--- src/design/xfcp_pkg.sv ---
// package for the xor framed command parser
// holds the phase and event types, protocol constants and register indexes
// no dependencies
`timescale 1ns / 1ps

package xfcp_pkg;

   localparam logic [7:0] START_RESET = 8'h6D;
   localparam logic [7:0] END_RESET   = 8'h29;
   localparam logic [7:0] REPLY_SIZE  = 8'h0D;
   localparam logic [7:0] REPLY_TAG   = 8'h03;
   localparam logic [7:0] CMD_REPORT  = 8'h01;
   localparam logic [7:0] CMD_PWM     = 8'h02;
   localparam logic [7:0] CODE_NR     = 8'h88;
   localparam logic [7:0] CODE_BAD    = 8'h99;

   localparam logic       CSR_START   = 1'b0;
   localparam logic       CSR_END     = 1'b1;

   localparam logic [1:0] KIND_REPLY  = 2'd0;
   localparam logic [1:0] KIND_REPORT = 2'd1;
   localparam logic [1:0] KIND_PWM    = 2'd2;

   localparam int         HEAD_DEPTH  = 3;
   localparam logic [2:0] REPLY_LAST  = 3'd5;

   typedef enum logic [2:0] {
      PH_IDLE = 3'd0,
      PH_LEN  = 3'd1,
      PH_CMD  = 3'd2,
      PH_DATA = 3'd3,
      PH_SUM  = 3'd4,
      PH_END  = 3'd5
   } phase_type;

   typedef enum logic [1:0] {
      EVT_REPORT = 2'd0,
      EVT_PWM    = 2'd1,
      EVT_REPLY  = 2'd2
   } evt_type;

   // one finished frame handed from parser to emitter
   typedef struct packed {
      logic        valid;
      evt_type     evt;
      logic [7:0]  code;
      logic [7:0]  duty;
      logic [15:0] duration;
   } frame_evt_type;

endpackage

--- src/design/xor_framed_command_parser_unit.sv ---
// Framed command parser with XOR checksum. Takes one received byte per cycle on the req
// stream, save while an end byte waits, and at each frame's end byte sends either one
// command word (report request or pwm load) or a six word reply frame (BAD on end-byte or
// checksum error, NR on unknown command) on the rsp stream. The first result word of a
// frame is offered in the cycle after its end byte is taken. Only the end byte of a frame
// waits for the emitter to finish the previous frame's words: with an always ready receiver,
// a reply frame can hold back the end byte of a shortest following frame, and every stall
// on rsp holds it back longer. The start and end markers are written through the csr port.
// depends on xfcp_pkg, xfcp_parser, xfcp_emitter
`timescale 1ns / 1ps

module xor_framed_command_parser_unit
   import xfcp_pkg::*;
(
   input  logic        clock,
   input  logic        reset,
   input  logic        csr_we,
   input  logic        csr_addr,
   input  logic [7:0]  csr_wdata,
   input  logic        req_tvalid,
   output logic        req_tready,
   input  logic [7:0]  req_tdata,   // rx_byte
   output logic        rsp_tvalid,
   input  logic        rsp_tready,
   output logic [31:0] rsp_tdata,   // reply_byte, duty_value, duration_ticks
   output logic [1:0]  rsp_tuser,   // kind
   output logic        rsp_tlast    // reply_last
);

   logic [7:0]    start_ff;
   logic [7:0]    end_ff;
   logic          emit_free;
   frame_evt_type evt;

   always_ff @(posedge clock) begin
      if (reset) begin
         start_ff <= START_RESET;
         end_ff   <= END_RESET;
      end else if (csr_we) begin
         unique case (csr_addr)
            CSR_START: start_ff <= csr_wdata;
            CSR_END:   end_ff   <= csr_wdata;
            default:   start_ff <= start_ff;
         endcase
      end
   end

   xfcp_parser u_parser (
      .clock        (clock),
      .reset        (reset),
      .byte_valid   (req_tvalid),
      .byte_data    (req_tdata),
      .emit_free    (emit_free),
      .start_marker (start_ff),
      .end_marker   (end_ff),
      .byte_ready   (req_tready),
      .evt_out      (evt)
   );

   xfcp_emitter u_emitter (
      .clock        (clock),
      .reset        (reset),
      .evt_in       (evt),
      .start_marker (start_ff),
      .end_marker   (end_ff),
      .emit_free    (emit_free),
      .rsp_tvalid   (rsp_tvalid),
      .rsp_tready   (rsp_tready),
      .rsp_tdata    (rsp_tdata),
      .rsp_tuser    (rsp_tuser),
      .rsp_tlast    (rsp_tlast)
   );

endmodule

--- src/design/xfcp_parser.sv ---
// frame parser: phase machine, running xor and data head capture
// depends on xfcp_pkg
`timescale 1ns / 1ps

module xfcp_parser
   import xfcp_pkg::*;
(
   input  logic          clock,
   input  logic          reset,
   input  logic          byte_valid,
   input  logic [7:0]    byte_data,
   input  logic          emit_free,
   input  logic [7:0]    start_marker,
   input  logic [7:0]    end_marker,
   output logic          byte_ready,
   output frame_evt_type evt_out
);

   phase_type  phase_ff, phase_in;
   logic [7:0] left_ff, left_in;
   logic [7:0] cmd_ff, cmd_in;
   logic [7:0] xor_ff, xor_in;
   logic [7:0] sum_ff, sum_in;
   logic [1:0] seen_ff, seen_in;
   logic [7:0] head_ff [HEAD_DEPTH];
   logic [7:0] head_in [HEAD_DEPTH];
   logic       accept;

   // only the end byte produces results, so only it waits on the emitter
   assign byte_ready = (phase_ff != PH_END) || emit_free;
   assign accept     = byte_valid && byte_ready;

   always_comb begin
      phase_in = phase_ff;
      left_in  = left_ff;
      cmd_in   = cmd_ff;
      xor_in   = xor_ff;
      sum_in   = sum_ff;
      seen_in  = seen_ff;
      for (int i = 0; i < HEAD_DEPTH; i++) head_in[i] = head_ff[i];
      evt_out          = '0;
      evt_out.evt      = EVT_REPORT;
      if (accept) begin
         unique case (phase_ff)
            PH_LEN: begin
               left_in  = byte_data;
               xor_in   = xor_ff ^ byte_data;
               seen_in  = 2'd0;
               for (int i = 0; i < HEAD_DEPTH; i++) head_in[i] = 8'h00;
               phase_in = PH_CMD;
            end
            PH_CMD: begin
               cmd_in   = byte_data;
               xor_in   = xor_ff ^ byte_data;
               phase_in = (left_ff == 8'h00) ? PH_SUM : PH_DATA;
            end
            PH_DATA: begin
               if (seen_ff != 2'd3) begin
                  head_in[seen_ff] = byte_data;
                  seen_in          = seen_ff + 2'd1;
               end
               xor_in  = xor_ff ^ byte_data;
               left_in = left_ff - 8'd1;
               if (left_ff == 8'd1) phase_in = PH_SUM;
            end
            PH_SUM: begin
               sum_in   = byte_data;
               phase_in = PH_END;
            end
            PH_END: begin
               phase_in      = PH_IDLE;
               evt_out.valid = 1'b1;
               // end byte is checked ahead of the checksum
               if (byte_data != end_marker || sum_ff != xor_ff) begin
                  evt_out.evt  = EVT_REPLY;
                  evt_out.code = CODE_BAD;
               end else if (cmd_ff == CMD_REPORT) begin
                  evt_out.evt = EVT_REPORT;
               end else if (cmd_ff == CMD_PWM) begin
                  evt_out.evt      = EVT_PWM;
                  evt_out.duty     = head_ff[0];
                  evt_out.duration = {head_ff[1], head_ff[2]};
               end else begin
                  evt_out.evt  = EVT_REPLY;
                  evt_out.code = CODE_NR;
               end
            end
            default: begin
               phase_in = PH_IDLE;
               if (byte_data == start_marker) begin
                  xor_in   = byte_data;
                  phase_in = PH_LEN;
               end
            end
         endcase
      end
   end

   always_ff @(posedge clock) begin
      if (reset) begin
         phase_ff <= PH_IDLE;
         left_ff  <= '0;
         cmd_ff   <= '0;
         xor_ff   <= '0;
         sum_ff   <= '0;
         seen_ff  <= '0;
         for (int i = 0; i < HEAD_DEPTH; i++) head_ff[i] <= '0;
      end else begin
         phase_ff <= phase_in;
         left_ff  <= left_in;
         cmd_ff   <= cmd_in;
         xor_ff   <= xor_in;
         sum_ff   <= sum_in;
         seen_ff  <= seen_in;
         for (int i = 0; i < HEAD_DEPTH; i++) head_ff[i] <= head_in[i];
      end
   end

endmodule

--- src/design/xfcp_emitter.sv ---
// result emitter: holds one frame event and sends its result words
// depends on xfcp_pkg
`timescale 1ns / 1ps

module xfcp_emitter
   import xfcp_pkg::*;
(
   input  logic          clock,
   input  logic          reset,
   input  frame_evt_type evt_in,
   input  logic [7:0]    start_marker,
   input  logic [7:0]    end_marker,
   output logic          emit_free,
   output logic          rsp_tvalid,
   input  logic          rsp_tready,
   output logic [31:0]   rsp_tdata,
   output logic [1:0]    rsp_tuser,
   output logic          rsp_tlast
);

   logic        valid_ff, valid_in;
   logic [2:0]  idx_ff, idx_in;
   evt_type     evt_ff;
   logic [7:0]  code_ff;
   logic [7:0]  duty_ff;
   logic [15:0] dur_ff;
   logic        last_word;
   logic        done;
   logic [7:0]  reply_byte;
   logic [7:0]  header_xor;

   assign last_word = (evt_ff != EVT_REPLY) || (idx_ff == REPLY_LAST);
   assign done      = valid_ff && rsp_tready && last_word;
   assign emit_free = !valid_ff || done;

   assign header_xor = start_marker ^ REPLY_SIZE ^ REPLY_TAG ^ code_ff;

   always_comb begin
      unique case (idx_ff)
         3'd0:    reply_byte = start_marker;
         3'd1:    reply_byte = REPLY_SIZE;
         3'd2:    reply_byte = REPLY_TAG;
         3'd3:    reply_byte = code_ff;
         3'd4:    reply_byte = header_xor;
         3'd5:    reply_byte = end_marker;
         default: reply_byte = 8'h00;
      endcase
   end

   always_comb begin
      rsp_tvalid = valid_ff;
      rsp_tlast  = 1'b0;
      rsp_tuser  = KIND_REPLY;
      rsp_tdata  = '0;
      unique case (evt_ff)
         EVT_REPLY: begin
            rsp_tdata[7:0] = reply_byte;
            rsp_tlast      = (idx_ff == REPLY_LAST);
         end
         EVT_REPORT: rsp_tuser = KIND_REPORT;
         EVT_PWM: begin
            rsp_tuser        = KIND_PWM;
            rsp_tdata[15:8]  = duty_ff;
            rsp_tdata[31:16] = dur_ff;
         end
         default: rsp_tuser = KIND_REPLY;
      endcase
   end

   always_comb begin
      valid_in = valid_ff;
      idx_in   = idx_ff;
      if (evt_in.valid) begin
         valid_in = 1'b1;
         idx_in   = 3'd0;
      end else if (valid_ff && rsp_tready) begin
         if (last_word) valid_in = 1'b0;
         else           idx_in   = idx_ff + 3'd1;
      end
   end

   always_ff @(posedge clock) begin
      if (reset) begin
         valid_ff <= 1'b0;
         idx_ff   <= '0;
      end else begin
         valid_ff <= valid_in;
         idx_ff   <= idx_in;
      end
   end

   always_ff @(posedge clock) begin
      if (evt_in.valid) begin
         evt_ff  <= evt_in.evt;
         code_ff <= evt_in.code;
         duty_ff <= evt_in.duty;
         dur_ff  <= evt_in.duration;
      end
   end

   // a new frame event only arrives when the previous one is drained
   a_load_when_free: assert property (@(posedge clock) disable iff (reset)
      evt_in.valid |-> emit_free)
      else $error("frame event while emitter busy");

   a_idx_range: assert property (@(posedge clock) disable iff (reset)
      valid_ff |-> idx_ff <= REPLY_LAST)
      else $error("reply index out of range");

   a_single_word: assert property (@(posedge clock) disable iff (reset)
      (valid_ff && evt_ff != EVT_REPLY) |-> idx_ff == 3'd0)
      else $error("command result advanced past first word");

   a_reply_steps: assert property (@(posedge clock) disable iff (reset)
      (valid_ff && rsp_tready && !last_word && !evt_in.valid) |=>
         (valid_ff && idx_ff == $past(idx_ff) + 3'd1))
      else $error("reply frame skipped or repeated a byte");

endmodule

--- config.mk ---
export PLATFORM = sky130hd
export DESIGN_NAME = xor_framed_command_parser_unit
export DESIGN_NICKNAME = d
export VERILOG_FILES = /design/src/design/xfcp_pkg.sv /design/src/design/xor_framed_command_parser_unit.sv /design/src/design/xfcp_parser.sv /design/src/design/xfcp_emitter.sv
export SDC_FILE = /design/constraint.sdc
export NUM_CORES = 1
export LEC_CHECK = 0
export CORE_MARGIN = 8
export CORE_UTILIZATION = 57
export CTS_CLUSTER_SIZE = 28
export DETAILED_ROUTE_END_ITERATION = 7
export DONT_BUFFER_PORTS = 1
export GPL_TIMING_DRIVEN = 0
export PLACE_DENSITY_LB_ADDON = 0.25
export SYNTH_ARGS = -nofsm -noshare
export SYNTH_HDL_FRONTEND = slang
export SYNTH_SLANG_ARGS = --single-unit
--- constraint.sdc ---
create_clock -name clock -period 2.6 [get_ports clock]
set_clock_uncertainty 0.2 [all_clocks]
set_input_delay 0.39 -clock clock [delete_from_list [all_inputs] [get_ports clock]]
set_output_delay 0.39 -clock clock [all_outputs]
set_load 0.02 [all_outputs]
### Yosys cells after proc, flatten, opt, wreduce, memory -nomap -nowiden

Memories as Yosys holds them, arrays and structs flattened.
Cells that the tools add are included.

| storage, ports and cells | value |
|---|---|
| memories kept | 1 |
| RAM bits | 24 |
| bits in latches | 0 |
| register bits after elaboration | 91 |
| output and inout bits | 37 |
| memory bits (read-only) | 0 |

Memories:

| memory | depth | bits a word | read ports | clocked after memory_dff | write ports | RTL line | text |
|---|---|---|---|---|---|---|---|
| u_parser.head_ff | 3 | 8 | 3 | 0 | 3 | xfcp_parser.sv:25 | `logic [7:0] head_ff [HEAD_DEPTH];` |

| operators by class | value |
|---|---|
| reductions and logical operators | 32 |
| order comparisons | 2 |
| multiply operators | 0 |
| $add $sub $neg | 3 |
| equal/unequal tests | 23 |
| bitwise operators | 14 |
| multiplexer cells | 38 |
| shift-type cells | 0 |
| div/mod/pow operators | 0 |

Operators by type and width:

| kind | count |
|---|---|
| $mux 24 | 5 |
| $mux 35 | 2 |
| $mux 8 | 7 |
| $pmux 24 s2 | 1 |
| $pmux 8 s6 | 1 |
| $mux 32 | 1 |
| $pmux 8 s2 | 2 |
| $bwmux 24 | 1 |
| $reduce_and 2->1 | 9 |
| $demux 8 s2 | 1 |
| $eq 8x1->1 const B | 2 |
| $ne 8x8->1 | 2 |
| $xor 8x8->8 | 2 |
| $pmux 3 s5 | 1 |
| $eq 3x2->1 const B | 4 |
| $eq 3x3->1 const B | 4 |
| $mux 10 | 1 |
| $eq 8x2->1 const B | 1 |
| $eq 8x8->1 | 1 |
| $logic_not 8->1 | 1 |
| $mux 1 | 8 |
| $pmux 2 s2 | 2 |
| $reduce_bool 2->1 | 4 |
| $sub 8x1->8 const B | 1 |
| 27 further kinds | 48 |

### Longest topological paths before layout

| depth | value |
|---|---|
| depth after elaboration | 10 |
| mapped depth | 10 |
| depth with buffers taken out | 8 |

### Hierarchy

Synthesis repeated with hierarchy kept, for this count alone.

| second synthesis, totals | value |
|---|---|
| cells, all modules | 634 |
| area, all modules | 6,052.1 um^2 |

By module, submodules not included:

| module | cells each | area an instance (um^2) | instances |
|---|---|---|---|
| xfcp_parser | 424 | 3,638.5 | 1 |
| xfcp_emitter | 144 | 1,742.9 | 1 |
| xor_framed_command_parser_unit | 66 | 670.6 | 1 |

### Worst setup path after synthesis

Ideal clock, no wire load.

| timing | value |
|---|---|
| path kind | register to register |
| start | register u_emitter.idx_ff[1] |
| end | register u_emitter.dur_ff[10] (data pin) |
| data arrival time | 1.959 ns |
| stages on the path, launching flop included | 11 |
| setup time | 0.255 ns |
| required time | 2.145 ns |
| path slack | 0.186 ns |
| cells stage by stage | dfxtp_1 > inv_1 > ha_1 > and2_1 > buf_4 > o21ai_4 > a21o_2 > inv_2 > and3_4 > buf_6 > and2_1 |

| on the way | value |
|---|---|
| word-level cells in the longest chain between the ends | 8 |

RTL lines:

| item | RTL line | text |
|---|---|---|
| start: declaration | xfcp_emitter.sv:22 | `logic [2:0] idx_ff, idx_in;` |
| start signal: assignment | xfcp_emitter.sv:88 | `idx_ff <= idx_in;` |
| $eq 3x3->1 | xfcp_emitter.sv:32 | `assign last_word = (evt_ff != EVT_REPLY) \|\| (idx_ff == REPLY_LAST);` |
| $logic_or 1x1->1 | xfcp_emitter.sv:32 |  |
| $logic_and 1x1->1 | xfcp_emitter.sv:33 | `assign done = valid_ff && rsp_tready && last_word;` |
| $logic_or 1x1->1 | xfcp_emitter.sv:34 | `assign emit_free = !valid_ff \|\| done;` |
| $logic_or 1x1->1 | xfcp_parser.sv:30 | `assign byte_ready = (phase_ff != PH_END) \|\| emit_free;` |
| $logic_and 1x1->1 | xfcp_parser.sv:31 | `assign accept = byte_valid && byte_ready;` |
| $not 1->1 (no source line) | -- |  |
| $reduce_or 5->1 (no source line) | -- |  |
| end signal: assignment | xfcp_emitter.sv:97 | `dur_ff <= evt_in.duration;` |
| end: declaration | xfcp_emitter.sv:26 | `logic [15:0] dur_ff;` |

Every way passes these cells.
A chain may end at the register's enable or synchronous reset.

### Final worst setup path

| timing | value |
|---|---|
| start | register u_emitter.idx_ff[1] |
| end | output rsp_tdata[7] |

| on the way | value |
|---|---|
| word-level cells in the longest chain between the ends | 3 |
| elaborated cells on any way between the ends | 8 |
| those cells by class | eq/ne (5); mux (2); reduce/logical (1) |

RTL lines:

| item | RTL line | text |
|---|---|---|
| $eq 3x3->1, or another cell as far along | xfcp_emitter.sv:39 | `unique case (idx_ff)` |
| $pmux 8 s6 (*) | xfcp_emitter.sv:39 |  |
| $mux 8 (*) | xfcp_emitter.sv:55 | `unique case (evt_ff)` |
| end: declaration | xor_framed_command_parser_unit.sv:25 | `output logic [31:0] rsp_tdata,` |

Every way passes the cells marked *; elsewhere a longest branch is shown, timed or not.

==> results.ini <==
[outcome]
status = completed

[die]
die_area_mm2 = 0.0126
die_w_um = 112
pin_count = 59
core.rowCount = 35
core_mm2 = 0.00911
die_h_um = 112
start_util = 0.582

[setup_path]
cp.arrival_ps = 1920
crit_fanout = 8
critPathKind = reg2out
worstSetupEndpointType = output port
required_ps = 2010
cp-start-kind = flip-flop

[clock_tree]
cts.htree.levels = 3
post_cts_buffers = 0
numCtsBuffers = 9
clk_latency_ps = 380
clk_path_buf_depth = 2
path_clk_slew_ps = 110
root_buffer = clkbuf_8
cts.sinks = 108
cts_tree = done

[global_route]
grtUsageMet2 = 0.327
met1_usage = 0.256
grt_start_max_net_pins = 29
grt_pass1_wl_um = 20700
grt_usage = 0.201
overflow = 0
use_met3 = 0.0531
antenna_found_initial = 0
grt-busiest-layer = met2
grt_pass1_vias = 4096

[logic_synthesis]
synthTopCellsByArea = dfxtp_1, edfxtp_1, and2_1, nand2_1, xnor2_1
yosysTopAreaCell = dfxtp_1
syn_area_per_cell_um2 = 9.12
syn_nets = 615
synthArstFlopShare = 0
synth_top_area_share = 0.306
synth.distinct_cells = 54
yosysWarnings = 0
netlist_area_mm2 = 0.00530
synthCells = 581
yosysSeqAreaShare = 0.459
synth-main-ff-cell = dfxtp_1
synth-seq-cells = 108
synth_edf_count = 27

[placement]
routabilityCongestion = 0.899
placed_cell_area_mm2 = 0.00544
io_buffers = 0
dp_hpwl_um = 8850
dp_slack_ps = -248
dp_cells = 692

[hold_path]
worst_hold_path_type = in2reg

[sta]
slew_viol_final = 0
finalSetupTns_ps = 0
rsz0062_at_grt = yes
hold_violations = 0
setup_viol = 0
worst_slack_ps = 94.0
slew_headroom = 0.341
worst-slew-pin-transition_ps = 981
fin_crit_ps = 2510
max_freq_ghz = 0.399
post-route-period-util = 0.964

[power_and_ir_drop]
comb_power_share = 0.103
power_mw = 3.13
pwr-share-clk = 0.325
seqPwrFrac = 0.572
powerDensity_mw_per_mm2 = 540
intPower_mw = 2.26
switchingPower_uw = 872
irDropWorstVdd_mv = 0.347
p_sw_frac = 0.279
cellLeakagePower_nw = 2.11

[run]
maxCapViolCount = 0

[layout]
multiInputGateArea_mm2 = 0.00262
final_area_mm2 = 0.00579
register_area_mm2 = 0.00243
layout-drive-gt1-share = 0.109
fillers = 746
diodes = 0
nets = 635
post_layout_nonfiller_instances = 717
syn2layout_area_growth_pct = 9.35

[detailed_routing]
drtPass1Iterations = 5
route.vias.total = 4265
drtIter0Drc = 383
wl_per_cell_um = 17.6
routed_via_density = 5.95
routed_wl_um = 12600
antenna_left = 0
drc = 0

## cells in the mapped netlist, drive strengths merged (14+ instances only)
library cell,number
dfxtp,81
nand2,71
nor2,61
and2,50
a21oi,40
a22oi,29
xnor2,28
edfxtp,27
buf,20
inv,18
clkbuf,17
nor3,14
## area by class of cell
| class | instances | share of cell area |
|---|---|---|
| buffer | 37 | 0.0408 |
| clock buffer | 9 | 0.0214 |
| clock inverter | 7 | 0.0136 |
| inverter | 19 | 0.0132 |
| multi-input combinational | 417 | 0.451 |
| sequential | 108 | 0.420 |
| tap | 111 | 0.0240 |
| timing repair buffer | 9 | 0.0155 |
## critical path: stages, from the launching register on
cell	delay, ps
dfxtp_2	370
inv_1	70
ha_2	220
and2_1	170
buf_4	160
a222oi_1	410
nor2_2	140
## repair_timing
| action | CTS | global route |
|---|---|---|
| gates resized for setup | 8 | 13 |
| endpoints found under the hold margin | 17 | 0 |
| hold buffers | 9 | 0 |
| pin swaps | 1 | 3 |
| endpoints found under the setup margin | 38 | 45 |
## path summary, 6_finish.rpt
kind / from / endpoint / slack [ps] / cells after the start
max: u_emitter.idx_ff[1] / rsp_tdata[7] / 90 / 6
min: req_tvalid / u_parser.phase_ff[1] / 7 / 2
max reg2reg: u_emitter.idx_ff[1] / u_emitter.dur_ff[0] / 110 / 10
min reg2reg: u_parser.sum_ff[5] / u_parser.sum_ff[5] / 280 / 2
## power by group through the flow
stage	Combinational (mW)	Clock, mW	Sequential [mW]
after floorplan	0.236	0	1.81
after global placement	0.296	0	1.82
after detailed placement	0.303	0	1.83
after CTS	0.319	1.03	1.79
after global routing	0.356	1.11	1.79
final	0.324	1.02	1.79
## flip-flops by register name, summed over array words and instances, names as in the netlist, 3 cells and up
| name | cells |
|---|---|
| u_parser.phase_ff | 3 |
| u_parser.left_ff | 8 |
| u_parser.cmd_ff | 8 |
| u_emitter.dur_ff | 16 |
| u_parser.xor_ff | 8 |
| u_emitter.duty_ff | 8 |
| start_ff | 8 |
| u_emitter.idx_ff | 3 |
| end_ff | 8 |
| u_parser.sum_ff | 8 |
| u_parser.head_ff | 24 |
## logic make-up after synthesis
| group | share of synthesized area |
|---|---|
| AND/OR/NAND/NOR | 0.230 |
| adder cells (fa/ha/maj) | 0.0283 |
| multiplexers | 0.0227 |
| AO/OA/AOI/OAI | 0.155 |
| buffers and inverters | 0.0571 |
| XOR/XNOR | 0.0479 |
| flip-flops | 0.459 |
## stage by stage
stage / util / hold WS, ps
2_1_floorplan: - / 250
3_3_place_gp: 0.597 / 259
3_5_place_dp: 0.597 / 263
4_1_cts: 0.632 / 0.154
5_1_grt: 0.636 / 5.72
6_report: 0.636 / 6.52
## placed cells by master (no fill, tap or decap), types with 11 or more instances in the layout
cell type / instances
dfxtp_1: 79
nand2_1: 71
nor2_1: 56
and2_1: 50
a21oi_1: 31
a22oi_1: 29
xnor2_1: 28
edfxtp_1: 27
inv_1: 17
clkbuf_1: 15
nor3_1: 12
mux2i_1: 12
nand3_1: 12
ha_1: 11
## metal layers
| layer | wire [um] | part of all wire | vias up |
|---|---|---|---|
| li1 | - | - | 2068 |
| met1 | 5650 | 0.45 | 2045 |
| met2 | 5960 | 0.47 | 127 |
| met3 | 763 | 0.061 | 25 |
| met4 | 234 | 0.019 | 0 |
| met5 | 0 | 0 | - |
(Power assumes the default switching activity.)
